$ cat config.mk
export PLATFORM = sky130hd
export DESIGN_NAME = prqg_fifo
export DESIGN_NICKNAME = d
export VERILOG_FILES = /design/src/rtl/prqg_pkg.sv /design/src/rtl/prqg_fifo.sv
export SDC_FILE = /design/constraint.sdc
export NUM_CORES = 1
export LEC_CHECK = 0
export BUFFER_PORTS_ARGS = -buffer_cell sky130_fd_sc_hd__buf_2
export CORE_MARGIN = 1.5
export CORE_UTILIZATION = 40
export CTS_CLUSTER_SIZE = 24
export DETAILED_ROUTE_END_ITERATION = 16
export PLACE_DENSITY = 0.66
export SLEW_MARGIN = 25
export SYNTH_ARGS = -nofsm -noshare
export SYNTH_HDL_FRONTEND = slang
export SYNTH_SLANG_ARGS = --single-unit
$ cat constraint.sdc
create_clock -name clk -period 6.6 [get_ports clk]
set_clock_uncertainty 0.2 [all_clocks]
set_input_delay 1.32 -clock clk [delete_from_list [all_inputs] [get_ports clk]]
set_output_delay 1.32 -clock clk [all_outputs]
set_load 0.03 [all_outputs]
$ cat src/rtl/prqg_pkg.sv
// Package with the constants, codes and shared types of the quota grant block.
`timescale 1ns / 1ps
`default_nettype none
package prqg_pkg;

  localparam int CORES       = 8;
  localparam int RESOURCES   = 128;
  localparam int MASK_W      = 8;
  localparam int RESOURCE_W  = 7;
  localparam int QUOTA_W     = 32;
  localparam int TIME_W      = 32;
  localparam int COUNT_W     = 4;
  localparam int INTERVAL_W  = 16;
  localparam int CFG_IDX_W   = 8;
  localparam int CFG_DATA_W  = 32;
  localparam int RES_IDX_W   = $clog2(RESOURCES);
  localparam int QUEUE_DEPTH = 2;
  localparam int QUEUE_PTR_W = (QUEUE_DEPTH > 1) ? $clog2(QUEUE_DEPTH) : 1;

  // Only the lower cores that fit in the mask take part.
  localparam int ACTIVE_CORES = (CORES < MASK_W) ? CORES : MASK_W;

  localparam logic [QUOTA_W-1:0]    START_QUOTA     = QUOTA_W'(1000);
  localparam logic [TIME_W-1:0]     START_TIME      = '0;
  localparam logic [INTERVAL_W-1:0] INTERVAL_RESET  = INTERVAL_W'(100);

  localparam logic KIND_SCAN   = 1'b0;
  localparam logic KIND_REFILL = 1'b1;

  localparam logic [CFG_IDX_W-1:0] REG_REPORT_INTERVAL = CFG_IDX_W'(0);
  localparam logic [CFG_IDX_W-1:0] REG_REPORT_ENABLE   = CFG_IDX_W'(1);

  typedef struct packed {
    logic [INTERVAL_W-1:0] report_interval;
    logic                  report_enable;
  } cfg_t;

  // One classified item waiting for the back end.
  typedef struct packed {
    logic                 kind;
    logic                 in_range;
    logic [RES_IDX_W-1:0] idx;
    logic [MASK_W-1:0]    req;
    logic [QUOTA_W-1:0]   new_quota;
    logic [TIME_W-1:0]    now;
  } entry_t;

endpackage
`default_nettype wire

$ cat src/rtl/prqg_fifo.sv
// Short queue of classified items between the front end and the back end.
`timescale 1ns / 1ps
`default_nettype none
module prqg_fifo import prqg_pkg::*; (
  input  logic   clk,
  input  logic   rst,
  input  logic   push,
  input  entry_t push_entry,
  input  logic   pop,
  output entry_t head,
  output logic   full,
  output logic   empty
);

  entry_t                 slots [QUEUE_DEPTH];
  logic [QUEUE_PTR_W-1:0] wr_ptr;
  logic [QUEUE_PTR_W-1:0] rd_ptr;
  logic [QUEUE_PTR_W:0]   count;

  assign full  = (count == (QUEUE_PTR_W+1)'(QUEUE_DEPTH));
  assign empty = (count == '0);
  assign head  = slots[rd_ptr];

  always_ff @(posedge clk) begin
    if (push) begin
      slots[wr_ptr] <= push_entry;
    end
  end

  always_ff @(posedge clk) begin
    if (rst) begin
      wr_ptr <= '0;
      rd_ptr <= '0;
      count  <= '0;
    end else begin
      if (push) begin
        wr_ptr <= (wr_ptr == QUEUE_PTR_W'(QUEUE_DEPTH - 1)) ? '0 : wr_ptr + 1'b1;
      end
      if (pop) begin
        rd_ptr <= (rd_ptr == QUEUE_PTR_W'(QUEUE_DEPTH - 1)) ? '0 : rd_ptr + 1'b1;
      end
      if (push && !pop) begin
        count <= count + 1'b1;
      end else if (pop && !push) begin
        count <= count - 1'b1;
      end
    end
  end

endmodule
`default_nettype wire

==> impl_metrics.json, run 1 <==
{
  "status": "finished, final reports clean",
  "grt_usage_pct": 13.8,
  "grt_antenna_before_repair": 1,
  "cp_max_fo": 44,
  "postLayoutCellArea_um2": 7750,
  "wl_per_cell_um": 16.2,
  "critPathArrivalTime_ns": 2.06,
  "die_w_um": 126,
  "cts_tree": "done",
  "grt_start_max_net_pins": 45,
  "antenna_left": 0,
  "worstPathCellList": "buf_12 -> mux2_2 -> buf_2",
  "initial_utilization_pct": 41.4,
  "period_share_pct": 54.3,
  "synthToLayoutAreaGrowth_pct": 27.4,
  "worstSetupEndpointType": "output port",
  "diodes": 0,
  "drv_slew": 0,
  "ir_drop_mv": 0.200,
  "power_density_nw_per_um2": 336,
  "dp_hpwl_um": 6970,
  "yosysWarnings": 0,
  "ys_ff_latch": 167,
  "cts_sinks": 167,
  "dpl-instance-area_um2": 7140,
  "root_buffer": "clkbuf_16",
  "h-tree-depth": 4,
  "grt_pass1_vias": 3387,
  "wl_um": 10600,
  "overflow": 0,
  "drt_iter0_markers": 83,
  "ys_top_cells_by_area": "edfxtp_1, mux2_2, dfxtp_1, buf_6, nor2_1",
  "cp.required_ns": 5.08,
  "leakagePower_nw": 2.91,
  "grt_first_pass_wirelength_um": 16400,
  "clock_path_buffers": 2,
  "drc": 0,
  "start_kind": "register",
  "place_congestion": 0.693,
  "criticalPathCategory": "register to output port",
  "die_area_um2": 16000,
  "drive_gt1_share_pct": 60.7,
  "rsz0062_at_grt": "no",
  "boundaryPins": 168,
  "fin_setup_tns_ns": 0,
  "clk_latency_ns": 0.41,
  "io_buffer_count": 167,
  "setup_viol_count_final": 0,
  "synthesis.nets": 360,
  "yosysSeqAreaShare_pct": 81.6,
  "hold_buffers": 0,
  "cts_resized": 0,
  "maxSlewHeadroom_pct": 58.3,
  "clk_pin_slew_ns": 0.06,
  "mostFrequentLayoutCell": "buf_2",
  "vias": 3086,
  "yosysTopAreaCellShare_pct": 80.0,
  "synth_area_per_cell_um2": 22.2,
  "fin_crit_ns": 3.58,
  "vias_per_cell": 4.73,
  "layout_common_cells": "buf_2, edfxtp_1, mux2_2, clkbuf_16, nor2_1",
  "nets": 541,
  "syn_area_um2": 6080,
  "cp_slowest_stage_delay_ns": 0.75,
  "hold_ws_ns": 0.304,
  "synth.distinct_cells": 16,
  "cap_violations": 0,
  "core_area_um2": 14700,
  "cpMaxStageDelayCell": "dfxtp_4",
  "numCtsBuffers": 17,
  "hold_viol": 0,
  "yosysTopAreaCell": "edfxtp_1",
  "total_power_mw": 2.60,
  "cts_setup_buffers": 0,
  "fmax_mhz": 279,
  "synth_cells": 274,
  "dieHeight_um": 126,
  "drt_pass1_iterations": 3,
  "hold_path.class": "register to register",
  "tightestPinTransition_ns": 0.626,
  "rows": 44
}
## cell type report
| class | instances | area [um^2] |
|---|---|---|
| Fill cell | 1193 | 6950 |
| Sequential cell | 167 | 4970 |
| Multi-Input combinational cell | 97 | 1030 |
| Timing Repair Buffer | 171 | 911 |
| Clock buffer | 18 | 429 |
| Tap cell | 184 | 230 |
| Clock inverter | 14 | 181 |
| Inverter | 1 | 3.75 |
## synth_stat cells
library cell and instances:
xor2_1 2, buf_6 8, edfxtp_1 162, a21oi_1 1
xnor2_1 2, dfxtp_1 5, or3_1 1, and2b_2 1
ha_1 1, mux2_2 81, buf_4 1, and2_1 1
inv_1 1, nor2b_1 1, nor2_1 5, o21ai_0 1
## critical path: cells and delay by family, from the launching register on
family | cells | cell delay [ns]
DFF | 1 | 0.75
buffers and inverters | 2 | 0.48
muxes | 1 | 0.38
## cell families after synthesis
logic type	share of synthesized area [%]
AO/OA/AOI/OAI	0.164
XOR/XNOR	0.576
adder cells (fa/ha/maj)	0.206
buffers and inverters	1.67
flip-flops	81.6
multiplexers	15.0
AND/OR/NAND/NOR	0.761
## routing by layer
layer,track usage (%),up-vias,share of wire (%)
met5,0,-,0
met4,6.29,0,1.5
met3,5.78,10,7.8
met2,23.6,103,51
met1,15.0,1520,40
li1,-,1453,-
## path summary, 6_finish.rpt
path | from | endpoint | slack, ns | cells after the start
setup / recovery | register | head[67] | 3.02 | 3
hold reg to reg | count[1] | count[1] | 0.30 | 2
hold / removal | count[1] | count[1] | 0.30 | 2
setup reg to reg | wr_ptr | slots[0][7] | 4.59 | 2
## flip-flops by register name, indices dropped and copies added (netlist names), named ones only
signal,cells
slots,162
count,2
rd_ptr,1
wr_ptr,1
## metrics by stage
stage,instances,utilization (%),setup slack [ns]
after global routing,652,52.7,2.91
final,652,52.7,3.02
after global placement,617,48.1,2.92
after detailed placement,620,48.6,3.40
after CTS,652,52.7,2.98
after floorplan,274,-,1.01
## power breakdown
part	switching, mW	leakage [nW]	internal [mW]	total, mW
clock	0.378	0.289	0.629	1.01
combinational	0.210	1.05	0.122	0.332
sequential	0.0255	1.56	1.24	1.26
total	0.613	2.91	1.99	2.60
No activity file was read; power rests on OpenSTA's default activity.
==> run 2, diff against run 1 <==
==> constraint.sdc (replaced) <==
create_clock -name clk -period 3.65 [get_ports clk]
set_clock_uncertainty 0.2 [all_clocks]
set_input_delay 0.73 -clock clk [delete_from_list [all_inputs] [get_ports clk]]
set_output_delay 0.73 -clock clk [all_outputs]
set_load 0.03 [all_outputs]
==> impl_metrics.json, run 2 (synthesized netlist as in run 1, its figures left out) <==
{
  "grt_pass1_vias": 3195,
  "wl_per_cell_um": 15.9,
  "maxSlewHeadroom_pct": 48.7,
  "cts_setup_buffers": 0,
  "drive_gt1_share_pct": 61.3,
  "dp_hpwl_um": 6630,
  "grt_usage_pct": 13.5,
  "period_share_pct": 76.7,
  "rows": 44,
  "power_density_nw_per_um2": 604,
  "vias": 3072,
  "criticalPathCategory": "register to output port",
  "numCtsBuffers": 17,
  "vias_per_cell": 4.71,
  "regMostFlops": "slots",
  "start_kind": "register",
  "layout_common_cells": "buf_2, edfxtp_1, mux2_2, clkbuf_16, nor2_1",
  "cts_sinks": 167,
  "drt_pass1_iterations": 4,
  "overflow": 0,
  "clk_pin_slew_ns": 0.06,
  "clk_latency_ns": 0.41,
  "hold_viol": 0,
  "leakagePower_nw": 2.91,
  "rsz0062_at_grt": "no",
  "mostFrequentLayoutCell": "buf_2",
  "dieHeight_um": 126,
  "worstSetupEndpointType": "output port",
  "synthToLayoutAreaGrowth_pct": 27.4,
  "final_core_util_pct": 52.7,
  "fmax_mhz": 357,
  "cts_resized": 0,
  "hold_buffers": 0,
  "die_area_um2": 16000,
  "top_usage_layer": "met2",
  "wl_um": 10400,
  "grt_antenna_before_repair": 1,
  "fin_crit_ns": 2.80,
  "drt_iter0_markers": 142,
  "hold_path.class": "input port to register",
  "core_area_um2": 14700,
  "initial_utilization_pct": 41.4,
  "grt_start_max_net_pins": 72,
  "boundaryPins": 168,
  "top_regs": "slots (162), count (2)",
  "fin_setup_tns_ns": 0,
  "h-tree-depth": 4,
  "cp.required_ns": 2.72,
  "nets": 541,
  "grt_use_met3_pct": 5.86,
  "largest_register_ffs": 162,
  "cp_max_fo": 71,
  "drv_slew": 0,
  "grt_first_pass_wirelength_um": 16000,
  "critPathArrivalTime_ns": 1.87,
  "root_buffer": "clkbuf_16",
  "clock_path_buffers": 2,
  "cts_tree": "done",
  "grtUsageMet1_pct": 16.2,
  "setup_viol_count_final": 0,
  "ir_drop_mv": 0.390,
  "diodes": 0,
  "drc": 0,
  "status": "finished, final reports clean",
  "tightestPinTransition_ns": 0.768,
  "cap_violations": 0,
  "die_w_um": 126,
  "met2_usage_pct": 21.7,
  "place_congestion": 0.719,
  "antenna_left": 0,
  "io_buffer_count": 167
}
[run 2: changes by cell type in the layout (fill, tap and decap cells not counted), sizes merged]
cell      previous run  this run
inv                  2         5
bufinv               4         3
clkbuf              18        17
clkinvlp             3         2
[run 2: per-stage QoR]
step,setup slack [ns],instances,cell area (um^2),hold slack (ns),power (mW)
2_1_floorplan,0.167,274,6080,0.261,2.74
3_3_place_gp,1.28,620,7140,0.277,2.92
3_5_place_dp,1.22,620,7140,0.317,2.93
4_1_cts,0.824,652,7750,0.278,4.74
5_1_grt,0.763,652,7750,0.275,4.86
6_report,0.849,652,7750,0.300,4.68
[run 2: routing by layer]
layer	wire (um)	vias to the layer above	part of all wire [%]
li1	-	1444	-
met3	816	20	7.9
met5	12	-	0.12
met4	176	2	1.7
met1	4380	1492	42
met2	5000	114	48
[run 2: critical path, stage by stage, from the launching register on]
cell and delay (ns):
dfxtp_4 0.44, buf_12 0.35, mux2_2 0.40, buf_2 0.18
[run 2: where the power goes]
group / switching, mW / internal [mW]
Clock: 0.715 / 1.08
Sequential: 0.0312 / 2.24
Combinational: 0.393 / 0.222
Total: 1.14 / 3.54
[run 2: path summary, 6_finish.rpt]
| kind | from | end | slack, ns | cells past startpoint |
|---|---|---|---|---|
| worst max-delay path | register | head[6] | 0.85 | 3 |
| worst min-delay path | push_entry[31] | slots[0][31] | 0.30 | 1 |
| worst max register to register | wr_ptr | slots[1][24] | 1.82 | 2 |
| worst min register to register | rd_ptr | rd_ptr | 0.32 | 2 |
[run 2: final cells by class]
| cell class | instances | area (um^2) |
|---|---|---|
| Fill cell | 1201 | 6950 |
| Clock inverter | 15 | 176 |
| Sequential cell | 167 | 4970 |
| Inverter | 1 | 3.75 |
| Timing Repair Buffer | 171 | 916 |
| Multi-Input combinational cell | 97 | 1030 |
| Tap cell | 184 | 230 |
| Clock buffer | 17 | 425 |
==> run 3, diff against run 2 <==
--- a/config.mk
+++ b/config.mk
@@ -10,7 +10,7 @@
 export CORE_UTILIZATION = 40
 export CTS_CLUSTER_SIZE = 24
 export DETAILED_ROUTE_END_ITERATION = 16
-export PLACE_DENSITY = 0.66
+export PLACE_DENSITY = 0.68
 export SLEW_MARGIN = 25
 export SYNTH_ARGS = -nofsm -noshare
 export SYNTH_HDL_FRONTEND = slang
==> constraint.sdc (replaced) <==
create_clock -name clk -period 2.3 [get_ports clk]
set_clock_uncertainty 0.2 [all_clocks]
set_input_delay 0.46 -clock clk [delete_from_list [all_inputs] [get_ports clk]]
set_output_delay 0.46 -clock clk [all_outputs]
set_load 0.03 [all_outputs]
==> impl_metrics.json, run 3 (synthesized netlist as in run 1, its figures left out) <==
{
  "tightestPinTransition_ns": 0.258,
  "io_buffer_count": 167,
  "root_buffer": "clkbuf_16",
  "grt_pass1_vias": 3316,
  "top_regs": "slots (162), count (2)",
  "drive_gt1_share_pct": 60.6,
  "rsz0062_at_grt": "yes",
  "power_density_nw_per_um2": 894,
  "cts_tree": "done",
  "regMostFlops": "slots",
  "die_area_um2": 16000,
  "setup_viol_count_final": 0,
  "die_w_um": 126,
  "maxSlewHeadroom_pct": 82.8,
  "cp_max_fo": 7,
  "drt_iter0_markers": 123,
  "hold_buffers": 0,
  "drc": 0,
  "core_area_um2": 14700,
  "status": "finished, final reports clean",
  "fin_crit_ns": 2.28,
  "drv_slew": 0,
  "dp_hpwl_um": 7060,
  "numCtsBuffers": 17,
  "vias": 3138,
  "grt_first_pass_wirelength_um": 17200,
  "period_share_pct": 99.2,
  "grt_start_max_net_pins": 44,
  "wl_per_cell_um": 17.2,
  "nets": 553,
  "rows": 44,
  "grt_antenna_before_repair": 0,
  "overflow": 0,
  "critPathArrivalTime_ns": 1.62,
  "start_kind": "register",
  "boundaryPins": 168,
  "drt_pass1_iterations": 4,
  "largest_register_ffs": 162,
  "cts_sinks": 167,
  "hold_ws_ns": 0.0281,
  "hold_viol": 0,
  "grt_usage_pct": 14.7,
  "cp.required_ns": 1.64,
  "clk_latency_ns": 0.41,
  "dieHeight_um": 126,
  "hold_path.class": "input port to register",
  "worstSetupEndpointType": "output port",
  "layout_common_cells": "edfxtp_1, buf_2, mux2_2, buf_4, clkbuf_16",
  "criticalPathCategory": "register to output port",
  "r2r.worst_path.cells": 2,
  "wl_um": 11400,
  "clk_pin_slew_ns": 0.06,
  "h-tree-depth": 4,
  "synthToLayoutAreaGrowth_pct": 30.9,
  "mostFrequentLayoutCell": "edfxtp_1",
  "initial_utilization_pct": 41.4,
  "antenna_left": 0,
  "vias_per_cell": 4.73,
  "cap_violations": 0,
  "place_congestion": 0.655,
  "leakagePower_nw": 3.00,
  "ir_drop_mv": 0.475,
  "diodes": 0,
  "hold_depth": 1,
  "fmax_mhz": 438,
  "total_power_mw": 7.12,
  "clock_path_buffers": 2
}
==> run 3: area by class of cell <==
cell class | instances | area [um^2]
clock buffers | 19 | 433
clock inverters | 13 | 65.1
fillers | 1174 | 6740
inverters | 1 | 3.75
multi-input cells | 97 | 1040
flip-flops and latches | 167 | 4970
well taps | 184 | 230
repair buffers | 183 | 1220
==> run 3: path summary, 6_finish.rpt <==
kind | from | to | slack, ns
setup / recovery | register | head[40] | 0.02
hold reg to reg | count[1] | count[1] | 0.30
hold / removal | push_entry[36] | slots[0][36] | 0.03
setup reg to reg | wr_ptr | slots[1][9] | 0.82
==> run 3: timing repair <==
action / in CTS / in global routing
cloned: 1 / 3
hold endpoints to repair: 0 / 0
gates resized for setup: 36 / 17
pin swaps: 0 / 0
setup buffers: 3 / 3
endpoints found under the setup margin: 70 / 47
==> run 3: worst max-delay path, stage by stage (launching register included) <==
cell       delay [ns]
dfxtp_4          0.39
buf_4            0.15
clkbuf_16        0.16
mux2_2           0.34
buf_4            0.17
==> run 3: metal layers <==
layer | share of wire (%) | vias to the layer above | GRT usage, %
met4 | 1.2 | 0 | 6.15
li1 | - | 1467 | -
met2 | 52 | 105 | 25.0
met3 | 6.4 | 13 | 5.74
met1 | 41 | 1553 | 16.7
met5 | 0 | - | 0
==> run 3: where the power goes <==
part           internal, mW  switching (mW)  leakage (nW)
clock network          1.34            1.06         0.239
registers              3.55          0.0484          1.56
logic                 0.461           0.660          1.20
==> run 3: stage by stage <==
stage / utilization [%] / instances / setup WS, ns / TNS [ns] / area, um^2
finish: 54.2 / 664 / 0.0183 / 0 / 7960
detailed placement: 48.9 / 623 / 0.356 / 0 / 7190
floorplan: - / 274 / -0.0159 / -1.29 / 6090
global route: 54.2 / 664 / -0.0460 / -1.46 / 7960
CTS: 53.3 / 659 / -0.0356 / -0.807 / 7830
global placement: 48.9 / 623 / 0.366 / 0 / 7190
